`src/rtl/core/i2cmbw_pkg.sv`:
```
package i2cmbw_pkg;

   // Transaction phases of the write engine.
   localparam logic [2:0] PH_IDLE  = 3'd0;
   localparam logic [2:0] PH_START = 3'd1;
   localparam logic [2:0] PH_BITS  = 3'd2;
   localparam logic [2:0] PH_ACK   = 3'd3;
   localparam logic [2:0] PH_STOP  = 3'd4;

   // Error codes reported with each tick.
   localparam logic [1:0] ERR_NONE    = 2'd0;
   localparam logic [1:0] ERR_ADDRESS = 2'd1;
   localparam logic [1:0] ERR_CONTROL = 2'd2;
   localparam logic [1:0] ERR_DATA    = 2'd3;

   // Byte slots in the order they go out on the bus.
   localparam logic [1:0] SLOT_ADDRESS = 2'd0;
   localparam logic [1:0] SLOT_CONTROL = 2'd1;
   localparam logic [1:0] SLOT_DATA    = 2'd2;

   // Sub-tick positions within a start, bit, acknowledge or stop sequence.
   localparam logic [1:0] SUB_FIRST  = 2'd0;
   localparam logic [1:0] SUB_SECOND = 2'd1;
   localparam logic [1:0] SUB_THIRD  = 2'd2;

   localparam logic [2:0] BIT_MSB = 3'd7;
   localparam logic [2:0] BIT_LSB = 3'd0;

   // Reset value of the device address register (address plus write bit).
   localparam logic [7:0] DEVICE_ADDRESS_RESET = 8'h78;

   // One timing tick of input.
   typedef struct packed {
      logic       request_valid;
      logic [7:0] control_byte;
      logic [7:0] data_byte;
      logic       sda_in;
   } req_type;

   // Bus levels and status for one tick.
   typedef struct packed {
      logic       scl;
      logic       sda_out;
      logic       sda_drive;
      logic       busy_res;
      logic       done_res;
      logic [1:0] error_code;
   } rsp_type;

endpackage

```
`src/rtl/core/i2cmbw_step.sv`:
```
module i2cmbw_step (
   input  logic                clock,
   input  logic                reset,
   input  logic                step_en,
   input  logic [7:0]          device_address,
   input  i2cmbw_pkg::req_type req,
   output i2cmbw_pkg::rsp_type rsp
);

   logic [2:0] phase_ff, phase_in;
   logic [1:0] slot_ff, slot_in;
   logic [2:0] bit_ff, bit_in;
   logic [1:0] sub_ff, sub_in;
   logic [7:0] ctl_ff, ctl_in;
   logic [7:0] dat_ff, dat_in;
   logic [1:0] fail_ff, fail_in;
   logic       scl_ff, scl_in;
   logic       sda_ff, sda_in;

   logic       start_req;
   logic [2:0] cur_phase;
   logic [1:0] cur_slot;
   logic [2:0] cur_bit;
   logic [1:0] cur_sub;
   logic [7:0] cur_byte;
   logic       drive;
   logic       busy;
   logic       done;

   // A request taken while idle restarts the sequence from its first start tick.
   assign start_req = (phase_ff == i2cmbw_pkg::PH_IDLE) && req.request_valid;
   assign cur_phase = start_req ? i2cmbw_pkg::PH_START  : phase_ff;
   assign cur_slot  = start_req ? i2cmbw_pkg::SLOT_ADDRESS : slot_ff;
   assign cur_bit   = start_req ? i2cmbw_pkg::BIT_MSB   : bit_ff;
   assign cur_sub   = start_req ? i2cmbw_pkg::SUB_FIRST : sub_ff;

   // Byte being shifted out in the current slot.
   always_comb begin
      case (cur_slot)
         i2cmbw_pkg::SLOT_ADDRESS: cur_byte = device_address;
         i2cmbw_pkg::SLOT_CONTROL: cur_byte = ctl_ff;
         default:                  cur_byte = dat_ff;
      endcase
   end

   // Next state and line levels for this tick.
   always_comb begin
      phase_in = cur_phase;
      slot_in  = cur_slot;
      bit_in   = cur_bit;
      sub_in   = cur_sub;
      ctl_in   = start_req ? req.control_byte : ctl_ff;
      dat_in   = start_req ? req.data_byte : dat_ff;
      fail_in  = start_req ? i2cmbw_pkg::ERR_NONE : fail_ff;
      scl_in   = scl_ff;
      sda_in   = sda_ff;
      drive    = 1'b1;
      busy     = 1'b1;
      done     = 1'b0;
      unique case (cur_phase)
         i2cmbw_pkg::PH_IDLE: begin
            scl_in = 1'b1;
            sda_in = 1'b1;
            busy   = 1'b0;
         end
         i2cmbw_pkg::PH_START: begin
            case (cur_sub)
               i2cmbw_pkg::SUB_FIRST: begin
                  scl_in = 1'b1;
                  sda_in = 1'b1;
                  sub_in = i2cmbw_pkg::SUB_SECOND;
               end
               i2cmbw_pkg::SUB_SECOND: begin
                  scl_in = 1'b1;
                  sda_in = 1'b0;
                  sub_in = i2cmbw_pkg::SUB_THIRD;
               end
               default: begin
                  scl_in   = 1'b0;
                  sda_in   = 1'b0;
                  sub_in   = i2cmbw_pkg::SUB_FIRST;
                  bit_in   = i2cmbw_pkg::BIT_MSB;
                  phase_in = i2cmbw_pkg::PH_BITS;
               end
            endcase
         end
         i2cmbw_pkg::PH_BITS: begin
            sda_in = cur_byte[cur_bit];
            case (cur_sub)
               i2cmbw_pkg::SUB_FIRST: begin
                  scl_in = 1'b0;
                  sub_in = i2cmbw_pkg::SUB_SECOND;
               end
               i2cmbw_pkg::SUB_SECOND: begin
                  scl_in = 1'b1;
                  sub_in = i2cmbw_pkg::SUB_THIRD;
               end
               default: begin
                  scl_in = 1'b0;
                  sub_in = i2cmbw_pkg::SUB_FIRST;
                  if (cur_bit == i2cmbw_pkg::BIT_LSB) begin
                     phase_in = i2cmbw_pkg::PH_ACK;
                  end else begin
                     bit_in = cur_bit - 3'd1;
                  end
               end
            endcase
         end
         i2cmbw_pkg::PH_ACK: begin
            // SDA is released; the level shown repeats the last driven bit.
            drive = 1'b0;
            if (cur_sub == i2cmbw_pkg::SUB_FIRST) begin
               scl_in = 1'b1;
               if (req.sda_in) begin
                  case (cur_slot)
                     i2cmbw_pkg::SLOT_ADDRESS: fail_in = i2cmbw_pkg::ERR_ADDRESS;
                     i2cmbw_pkg::SLOT_CONTROL: fail_in = i2cmbw_pkg::ERR_CONTROL;
                     default:                  fail_in = i2cmbw_pkg::ERR_DATA;
                  endcase
               end
               sub_in = i2cmbw_pkg::SUB_SECOND;
            end else begin
               scl_in = 1'b0;
               sub_in = i2cmbw_pkg::SUB_FIRST;
               if ((fail_in != i2cmbw_pkg::ERR_NONE) ||
                   (cur_slot >= i2cmbw_pkg::SLOT_DATA)) begin
                  phase_in = i2cmbw_pkg::PH_STOP;
               end else begin
                  slot_in  = cur_slot + 2'd1;
                  bit_in   = i2cmbw_pkg::BIT_MSB;
                  phase_in = i2cmbw_pkg::PH_BITS;
               end
            end
         end
         default: begin
            // Stop condition; unused phase codes behave the same way.
            case (cur_sub)
               i2cmbw_pkg::SUB_FIRST: begin
                  scl_in = 1'b0;
                  sda_in = 1'b0;
                  sub_in = i2cmbw_pkg::SUB_SECOND;
               end
               i2cmbw_pkg::SUB_SECOND: begin
                  scl_in = 1'b1;
                  sda_in = 1'b0;
                  sub_in = i2cmbw_pkg::SUB_THIRD;
               end
               default: begin
                  scl_in   = 1'b1;
                  sda_in   = 1'b1;
                  sub_in   = i2cmbw_pkg::SUB_FIRST;
                  done     = 1'b1;
                  phase_in = i2cmbw_pkg::PH_IDLE;
               end
            endcase
         end
      endcase
   end

   // Engine state advances once per accepted tick.
   always_ff @(posedge clock) begin
      if (reset) begin
         phase_ff <= i2cmbw_pkg::PH_IDLE;
         slot_ff  <= i2cmbw_pkg::SLOT_ADDRESS;
         bit_ff   <= i2cmbw_pkg::BIT_MSB;
         sub_ff   <= i2cmbw_pkg::SUB_FIRST;
         ctl_ff   <= 8'h00;
         dat_ff   <= 8'h00;
         fail_ff  <= i2cmbw_pkg::ERR_NONE;
         scl_ff   <= 1'b1;
         sda_ff   <= 1'b1;
      end else if (step_en) begin
         phase_ff <= phase_in;
         slot_ff  <= slot_in;
         bit_ff   <= bit_in;
         sub_ff   <= sub_in;
         ctl_ff   <= ctl_in;
         dat_ff   <= dat_in;
         fail_ff  <= fail_in;
         scl_ff   <= scl_in;
         sda_ff   <= sda_in;
      end
   end

   assign rsp.scl        = scl_in;
   assign rsp.sda_out    = sda_in;
   assign rsp.sda_drive  = drive;
   assign rsp.busy_res   = busy;
   assign rsp.done_res   = done;
   assign rsp.error_code = fail_in;

endmodule

```
`src/rtl/core/i2c_master_byte_write.sv`:
```
// I2C master byte-write engine. Each request is one timing tick and yields exactly one
// response with the SCL/SDA levels, drive enable, busy, done and error code for that
// tick. A tick carrying request_valid while idle starts a transaction: start condition,
// the device address, control byte and data byte each with an acknowledge slot, then a
// stop condition; a NACK skips the remaining bytes and reports the failed byte. The block
// takes one request per cycle while the response register is free or being emptied; a
// request is held in the input register, then the engine state update loads its response
// into the response register, and the single engine state update between them sets that
// rate. Write the device address register only while the engine is idle.
module i2c_master_byte_write (
   input  logic                clock,
   input  logic                reset,
   input  logic                req_valid,
   output logic                req_ready,
   input  i2cmbw_pkg::req_type req_data,
   output logic                rsp_valid,
   input  logic                rsp_ready,
   output i2cmbw_pkg::rsp_type rsp_data,
   input  logic                csr_wr_en,
   input  logic [7:0]          csr_wr_data
);

   logic [7:0]          addr_ff;
   logic                in_valid_ff;
   i2cmbw_pkg::req_type in_req_ff;
   logic                out_valid_ff;
   i2cmbw_pkg::rsp_type out_rsp_ff;
   i2cmbw_pkg::rsp_type step_rsp;
   logic                advance;

   // Device address register.
   always_ff @(posedge clock) begin
      if (reset) begin
         addr_ff <= i2cmbw_pkg::DEVICE_ADDRESS_RESET;
      end else if (csr_wr_en) begin
         addr_ff <= csr_wr_data;
      end
   end

   // A held request moves on when the response register is free or being emptied.
   assign advance   = in_valid_ff && (!out_valid_ff || rsp_ready);
   assign req_ready = !in_valid_ff || advance;

   // Input register.
   always_ff @(posedge clock) begin
      if (reset) begin
         in_valid_ff <= 1'b0;
      end else if (req_ready) begin
         in_valid_ff <= req_valid;
      end
   end

   always_ff @(posedge clock) begin
      if (req_ready && req_valid) begin
         in_req_ff <= req_data;
      end
   end

   i2cmbw_step u_step (
      .clock          (clock),
      .reset          (reset),
      .step_en        (advance),
      .device_address (addr_ff),
      .req            (in_req_ff),
      .rsp            (step_rsp)
   );

   // Response register.
   always_ff @(posedge clock) begin
      if (reset) begin
         out_valid_ff <= 1'b0;
      end else if (advance) begin
         out_valid_ff <= 1'b1;
      end else if (rsp_ready) begin
         out_valid_ff <= 1'b0;
      end
   end

   always_ff @(posedge clock) begin
      if (advance) begin
         out_rsp_ff <= step_rsp;
      end
   end

   assign rsp_valid = out_valid_ff;
   assign rsp_data  = out_rsp_ff;

endmodule

```
`config.mk`:
```
export PLATFORM = sky130hd
export DESIGN_NAME = i2c_master_byte_write
export DESIGN_NICKNAME = d
export VERILOG_FILES = /design/src/rtl/core/i2cmbw_pkg.sv /design/src/rtl/core/i2cmbw_step.sv /design/src/rtl/core/i2c_master_byte_write.sv
export SDC_FILE = /design/constraint.sdc
export NUM_CORES = 1
export LEC_CHECK = 0
export ABC_AREA = 0
export CAP_MARGIN = 40
export CORE_MARGIN = 2
export CORE_UTILIZATION = 40
export DETAILED_ROUTE_END_ITERATION = 16
export DONT_BUFFER_PORTS = 1
export GPL_ROUTABILITY_DRIVEN = 0
export GPL_TIMING_DRIVEN = 0
export PLACE_DENSITY = 0.52
export SLEW_MARGIN = 20
export SYNTH_ARGS = -nofsm -noshare
export SYNTH_HDL_FRONTEND = slang
export SYNTH_HIERARCHICAL = 1
export SYNTH_SLANG_ARGS = --single-unit
```
`constraint.sdc`:
```
create_clock -name clock -period 2.7 [get_ports clock]
set_clock_uncertainty 0.05 [all_clocks]
set_input_delay 0.405 -clock clock [delete_from_list [all_inputs] [get_ports clock]]
set_output_delay 0.405 -clock clock [all_outputs]
set_load 0.03 [all_outputs]
```
# Word level (Yosys, flattened, before mapping)

Cells that the tools add are included.

Register bits after elaboration: 64
Input bits: 31
Logic and storage cells: 90

Add/subtract/negate cells: 2
Reductions and logical operators: 18
Magnitude comparators: 2
Muxes and demuxes: 42
Equal/unequal tests: 5

Operators with widths:

| cell                                                                 | count |
|---|---|
| 3-bit 2-to-1 mux                                                     | 13 |
| 2-bit 2-to-1 mux                                                     | 9 |
| 8-bit case mux with 2 select lines                                   | 1 |
| 2-bit case mux with 2 select lines                                   | 3 |
| 3-bit case mux with 4 select lines                                   | 1 |
| 1-bit 2-to-1 mux                                                     | 11 |
| 3-bit logical NOT                                                    | 3 |
| 3-bit case mux with 3 select lines                                   | 1 |
| 1-bit case mux with 4 select lines                                   | 2 |
| 3-bit by 2-bit == test with 1-bit output, second input constant      | 2 |
| 2-bit by 1-bit == test with 1-bit output, second input constant      | 2 |
| 2-bit logical NOT                                                    | 2 |
| 3-bit by 4-bit < comparator with 1-bit output, second input constant | 1 |
| 2-bit nonzero test                                                   | 2 |
| 4-bit OR reduction                                                   | 1 |
| 1-bit binary-select mux with 3-bit select                            | 1 |
| 3-bit by 1-bit == test with 1-bit output, second input constant      | 1 |
| 1-bit logical AND                                                    | 3 |
| 1-bit logical OR                                                     | 3 |
| 3-bit by 1-bit subtractor with 3-bit output, second input constant   | 1 |
| 2-bit by 1-bit adder with 2-bit output, second input constant        | 1 |
| 2-bit >= comparator, second input constant                           | 1 |
| 1-bit logical NOT                                                    | 2 |
| 2-bit AND reduction                                                  | 1 |
| 2-bit OR reduction                                                   | 1 |

# Longest topological paths before layout

Depth in word-level cells: 8
Mapped depth: 12
Depth with buffers taken out: 9

# Hierarchy

The synthesis kept the hierarchy.

Modules (own cells, without submodules):

| module                | seq. area each (sq um) | times used | cells each | area each (sq um) |
|---|---|---|---|---|
| i2cmbw_step           | 580.6                  | 1          | 248        | 1796.7 |
| i2c_master_byte_write | 950.9                  | 1          | 61         | 1133.6 |

# Worst setup path before layout

No wires, ideal clock.

Path type: flip-flop to flip-flop
Start point: reg u_step.phase_ff[1]
End point: reg out_rsp_ff (netlist bit rsp_data[5]) (data pin)
Arrival time: 2.582 ns
Data required time: 2.399 ns
Cell stages (with the launch flop): 13
Slack: -0.183 ns
Clock period less this slack: 2.883 ns
Cells stage by stage: dfxtp_1 -> or4b_1 -> buf_2 -> nand2_1 -> inv_1 -> ha_1 -> clkbuf_1 -> a221oi_1 -> a21oi_1 -> o211a_1 -> a2111oi_4 -> nor3_1 -> buf_4

Longest elaborated chain between the ends: 8
Elaborated cells between the ends (all ways): 21

RTL lines:

| element                                                                              | RTL line                    | RTL |
|---|---|---|
| start: declaration                                                                   | i2cmbw_step.sv:10           | `logic [2:0] phase_ff, phase_in;` |
| start signal: assignment                                                             | i2cmbw_step.sv:163          | `phase_ff <= i2cmbw_pkg::PH_IDLE;` |
| start signal: assignment                                                             | i2cmbw_step.sv:173          | `phase_ff <= phase_in;` |
| 3-bit logical NOT                                                                    | i2cmbw_step.sv:31           | `assign start_req = (phase_ff == i2cmbw_pkg::PH_IDLE) && req.request_valid;` |
| 1-bit logical AND                                                                    | i2cmbw_step.sv:31           |  |
| 2-bit 2-to-1 mux                                                                     | i2cmbw_step.sv:33           | `assign cur_slot = start_req ? i2cmbw_pkg::SLOT_ADDRESS : slot_ff;` |
| 2-bit by 1-bit == test with 1-bit output / 2-bit logical NOT (equally long branches) | i2cmbw_step.sv:39           | `case (cur_slot)` |
| 8-bit case mux with 2 select lines                                                   | i2cmbw_step.sv:39           |  |
| 1-bit binary-select mux with 3-bit select                                            | i2cmbw_step.sv:88           | `sda_in = cur_byte[cur_bit];` |
| 1-bit 2-to-1 mux (not written as such)                                               | i2cmbw_step.sv:88           |  |
| 1-bit case mux with 4 select lines (*)                                               | i2cmbw_step.sv:60           | `unique case (cur_phase)` |
| net u_step.sda_in                                                                    | i2cmbw_step.sv:18           | `logic sda_ff, sda_in;` |
| end signal: assignment                                                               | i2c_master_byte_write.sv:81 | `out_rsp_ff <= step_rsp;` |
| end: declaration                                                                     | i2c_master_byte_write.sv:27 | `i2cmbw_pkg::rsp_type out_rsp_ff;` |

The timed path passes the listed nets; every way through them passes the cells marked *. The select of a mux whose other input is x is not followed.
A chain may end at the register's enable or synchronous reset.

# Worst setup path after layout

Start point: reg u_step.phase_ff[1]
End point: reg u_step.bit_ff[1]

Longest elaborated chain between the ends: 8
Elaborated cells between the ends (all ways): 24

RTL lines:

| element                                                                             | RTL line           | RTL |
|---|---|---|
| branches (longest 7 deep; another with 3-bit by 1-bit subtractor with 3-bit output) | n/a                |  |
| 3-bit case mux with 3 select lines (*)                                              | i2cmbw_step.sv:60  |  |
| end signal: assignment                                                              | i2cmbw_step.sv:165 | `bit_ff <= i2cmbw_pkg::BIT_MSB;` |
| end signal: assignment                                                              | i2cmbw_step.sv:175 | `bit_ff <= bit_in;` |
| end: declaration                                                                    | i2cmbw_step.sv:12  | `logic [2:0] bit_ff, bit_in;` |

Mark *: on every way between the ends.

==> flow_metrics.tcl <==
set metrics [dict create \
    status "complete, no violations" \
    synth_top_area_share_pct 26.64 \
    die_height_um 89.59 \
    period_share_pct 96.06 \
    seq_power_share_pct 50.0 \
    arrival_ns 2.83 \
    syn_nets 345 \
    cap_violations 0 \
    grt_pass1_wl_mm 11.02 \
    swShare_pct 23.89 \
    hold_viol_final 0 \
    wl_met2_mm 3.116 \
    cts_buffer_depth 2 \
    ios 40 \
    initial_core_util_pct 40.84 \
    clockPowerShare_pct 42.2 \
    synth-edff-count 25 \
    totalWireLength_mm 6.735 \
    cts_inserted_buffers 9 \
    hp-class "in2reg" \
    pre_cts_ws_ns -0.3887 \
    cts_tree "built" \
    async_flop_share_pct 0 \
    grt_max_degree 18 \
    r2r-end "u_step/bit_ff[1]" \
    ff2ff_setup_slack_ns 0.11 \
    netlist_instances 309 \
    row_count 31 \
    grt_pass1_vias 2240 \
    synth.area.top_cells "dfxtp_1, edfxtp_1, nand2_1" \
    synth.largest_area_cell "dfxtp_1" \
    viasPerCell 5.191 \
    hpwl_mm 4.687 \
    rsz0062_at_grt "true" \
    r2r_start "u_step/phase_ff[1]" \
    dieArea_um2 8026 \
    ys_seq_area_share_pct 52.26 \
    cellInternalPower_mw 1.634 \
    finalSetupViolCount 0 \
    vias 2253 \
    ctsRootBufferMaster "clkbuf_8" \
    cp_max_fo 4 \
    grt_usage_pct 18.71 \
    drive_above_1_share_pct 19.10 \
    final_area_um2 3493 \
    ant_nets 0 \
    synth_seq_cells 64 \
    max-slew-margin-rel_pct 60.40 \
    drc_errors 0 \
    hold_depth 0 \
    syn_to_final_growth_pct 19.21 \
    fin_cells 434 \
    antenna-diode-count 0 \
    first_pass_iters 4 \
    avgSynthCellArea_um2 9.483 \
    combPwrFrac_pct 7.7 \
    yosysWarningCount 6 \
    seq_area_um2 1536 \
    timing_worst_setup_path_type "reg2reg" \
    grt_overflow_total 0 \
    worst_pin_slew_ns 0.5878 \
    ys.flop_type "dfxtp_1" \
    critPathLaunchType "register" \
    synthDistinctLibCells 54 \
    hold_path.startpoint "req_data[9]" \
    p_leak_nw 1.268 \
    vdd_drop_max_mv 0.5134 \
    clk_latency_ns 0.35 \
    power_density_nw_per_um2 614.5 \
    antenna_found_initial 0 \
    p_sw_mw 0.5129 \
    cts.htree.levels 3 \
    fin_ws_ns 0.1064 \
    final_util_pct 48.68 \
    placed_area_um2 3103 \
    holdPathEnd "in_req_ff[9]" \
    reg2reg_depth 10 \
    netlist_area_um2 2930 \
    avgRoutedWirePerCell_um 15.52 \
    final.min_clock_period_ns 2.594 \
    worst_setup_path_end_kind "register" \
    core_area_um2 7176 \
    place_inst 409 \
    power_mw 2.147 \
    fp.dieW_um 89.59 \
    timing.fmax_ghz 0.3856 \
    dr_wl_met3_um 259 \
    drv_slew 0 \
    fillers 704 \
    numPortBuffers 0 \
    multi_input_area_um2 1330 \
    worst_ep_required_time_ns 2.93 \
    clkSinkCount 64 \
    routed.top_layer "met4" \
    wl_met1_mm 3.212 \
    drt_iter0_drc 110 \
    nets 366 \
    clk_pin_slew_ns 0.07 \
]
## sequential cells by signal, summed over array words and instances (netlist names)
register / flops
u_step/bit_ff: 3
rsp_data: 7
u_step/dat_ff: 8
u_step/sda_ff: 1
u_step/phase_ff: 3
addr_ff: 8
in_valid_ff: 1
u_step/ctl_ff: 8
u_step/fail_ff: 2
u_step/slot_ff: 2
rsp_valid: 1
in_req_ff: 18
u_step/sub_ff: 2
## final cells by class
| cell class | count | area share, % |
|---|---|---|
| Sequential cell | 64 | 43.98 |
| Clock inverter | 7 | 2.722 |
| Buffer | 22 | 3.403 |
| Timing Repair Buffer | 14 | 3.331 |
| Clock buffer | 9 | 3.546 |
| Tap cell | 99 | 3.546 |
| Multi-Input combinational cell | 206 | 38.07 |
| Inverter | 13 | 1.397 |
## through the flow
step | TNS [ns] | hold WS (ns)
final | 0 | 0.09626
after global routing | -0.05332 | 0.07176
after CTS | -0.02112 | 0.08592
after detailed placement | -1.103 | 0.3994
after global placement | -1.200 | 0.3920
after floorplan | -0.03843 | 0.3819
## worst max-delay path by stage
stage	start	to	slack (ns)	depth (start not counted)
after detailed placement	in_req_ff[17]	rsp_data[5]	-0.39	11
after CTS	in_req_ff[17]	rsp_data[5]	-0.02	12
after global routing	in_req_ff[17]	u_step/bit_ff[1]	-0.05	10
final	u_step/phase_ff[1]	u_step/bit_ff[1]	0.11	10
after floorplan	u_step/phase_ff[1]	rsp_data[5]	-0.04	12
after global placement	in_req_ff[17]	rsp_data[5]	-0.45	11
## cell usage in the layout (no fill, tap or decap), drive strengths merged, types with 3 or more instances in the layout
master and n:
buf 24, nand2 49, a211o 5, o21ai 11, dfxtp 39, edfxtp 25, clkinv 4, a21oi 29
nor2 23, a22oi 4, inv 14, a221oi 4, nor3 12, a31oi 3, nor2b 9, mux2i 6
ha 5, a211oi 3, nand3 4, nand2b 4, clkbuf 21
## what timing repair did
item,CTS,global route
pin swaps,11,8
buffers inserted,6,7
endpoints found under the setup margin,6,14
resized for setup,22,8
hold buffers,0,0
## cell families (layout without fill, tap and decap cells)
kind of cell	count (synthesis)	count (layout)	synth area share, %
flops	64	64	52.26
fa+ha+maj	5	5	2.135
buf+inv	39	65	6.063
compound gates	80	80	18.96
mux	6	6	2.050
simple gates	115	115	18.53
## critical path, cell delays in order (launching register included)
cell,delay [ns]
dfxtp_4,0.34
or4b_4,0.58
buf_4,0.19
nand2b_1,0.21
inv_1,0.10
ha_1,0.23
nand2b_1,0.20
nor4_1,0.18
a211oi_1,0.08
o2111a_1,0.25
o21bai_1,0.13
## cells in the mapped netlist, drive strengths merged, types with 5 or more instances
cell	instances
nand2	49
dfxtp	39
a21oi	29
edfxtp	25
nor2	23
clkbuf	15
inv	13
nor3	12
buf	11
o21ai	11
nor2b	9
mux2i	6
a211o	5
ha	5
## layer usage
metal,GRT usage [%],vias to the layer above
met5,0,-
met4,7.870,0
met3,5.210,12
met2,30.75,56
met1,23.09,1040
li1,-,1145
## power by group through the flow
stage	Sequential, mW	Clock [mW]	Combinational [mW]
detailed placement	1.10	0	0.145
global placement	1.10	0	0.142
floorplan	1.09	0	0.111
finish	1.07	0.906	0.166
global route	1.08	0.983	0.183
CTS	1.07	0.935	0.161
(Power assumes the default switching activity.)
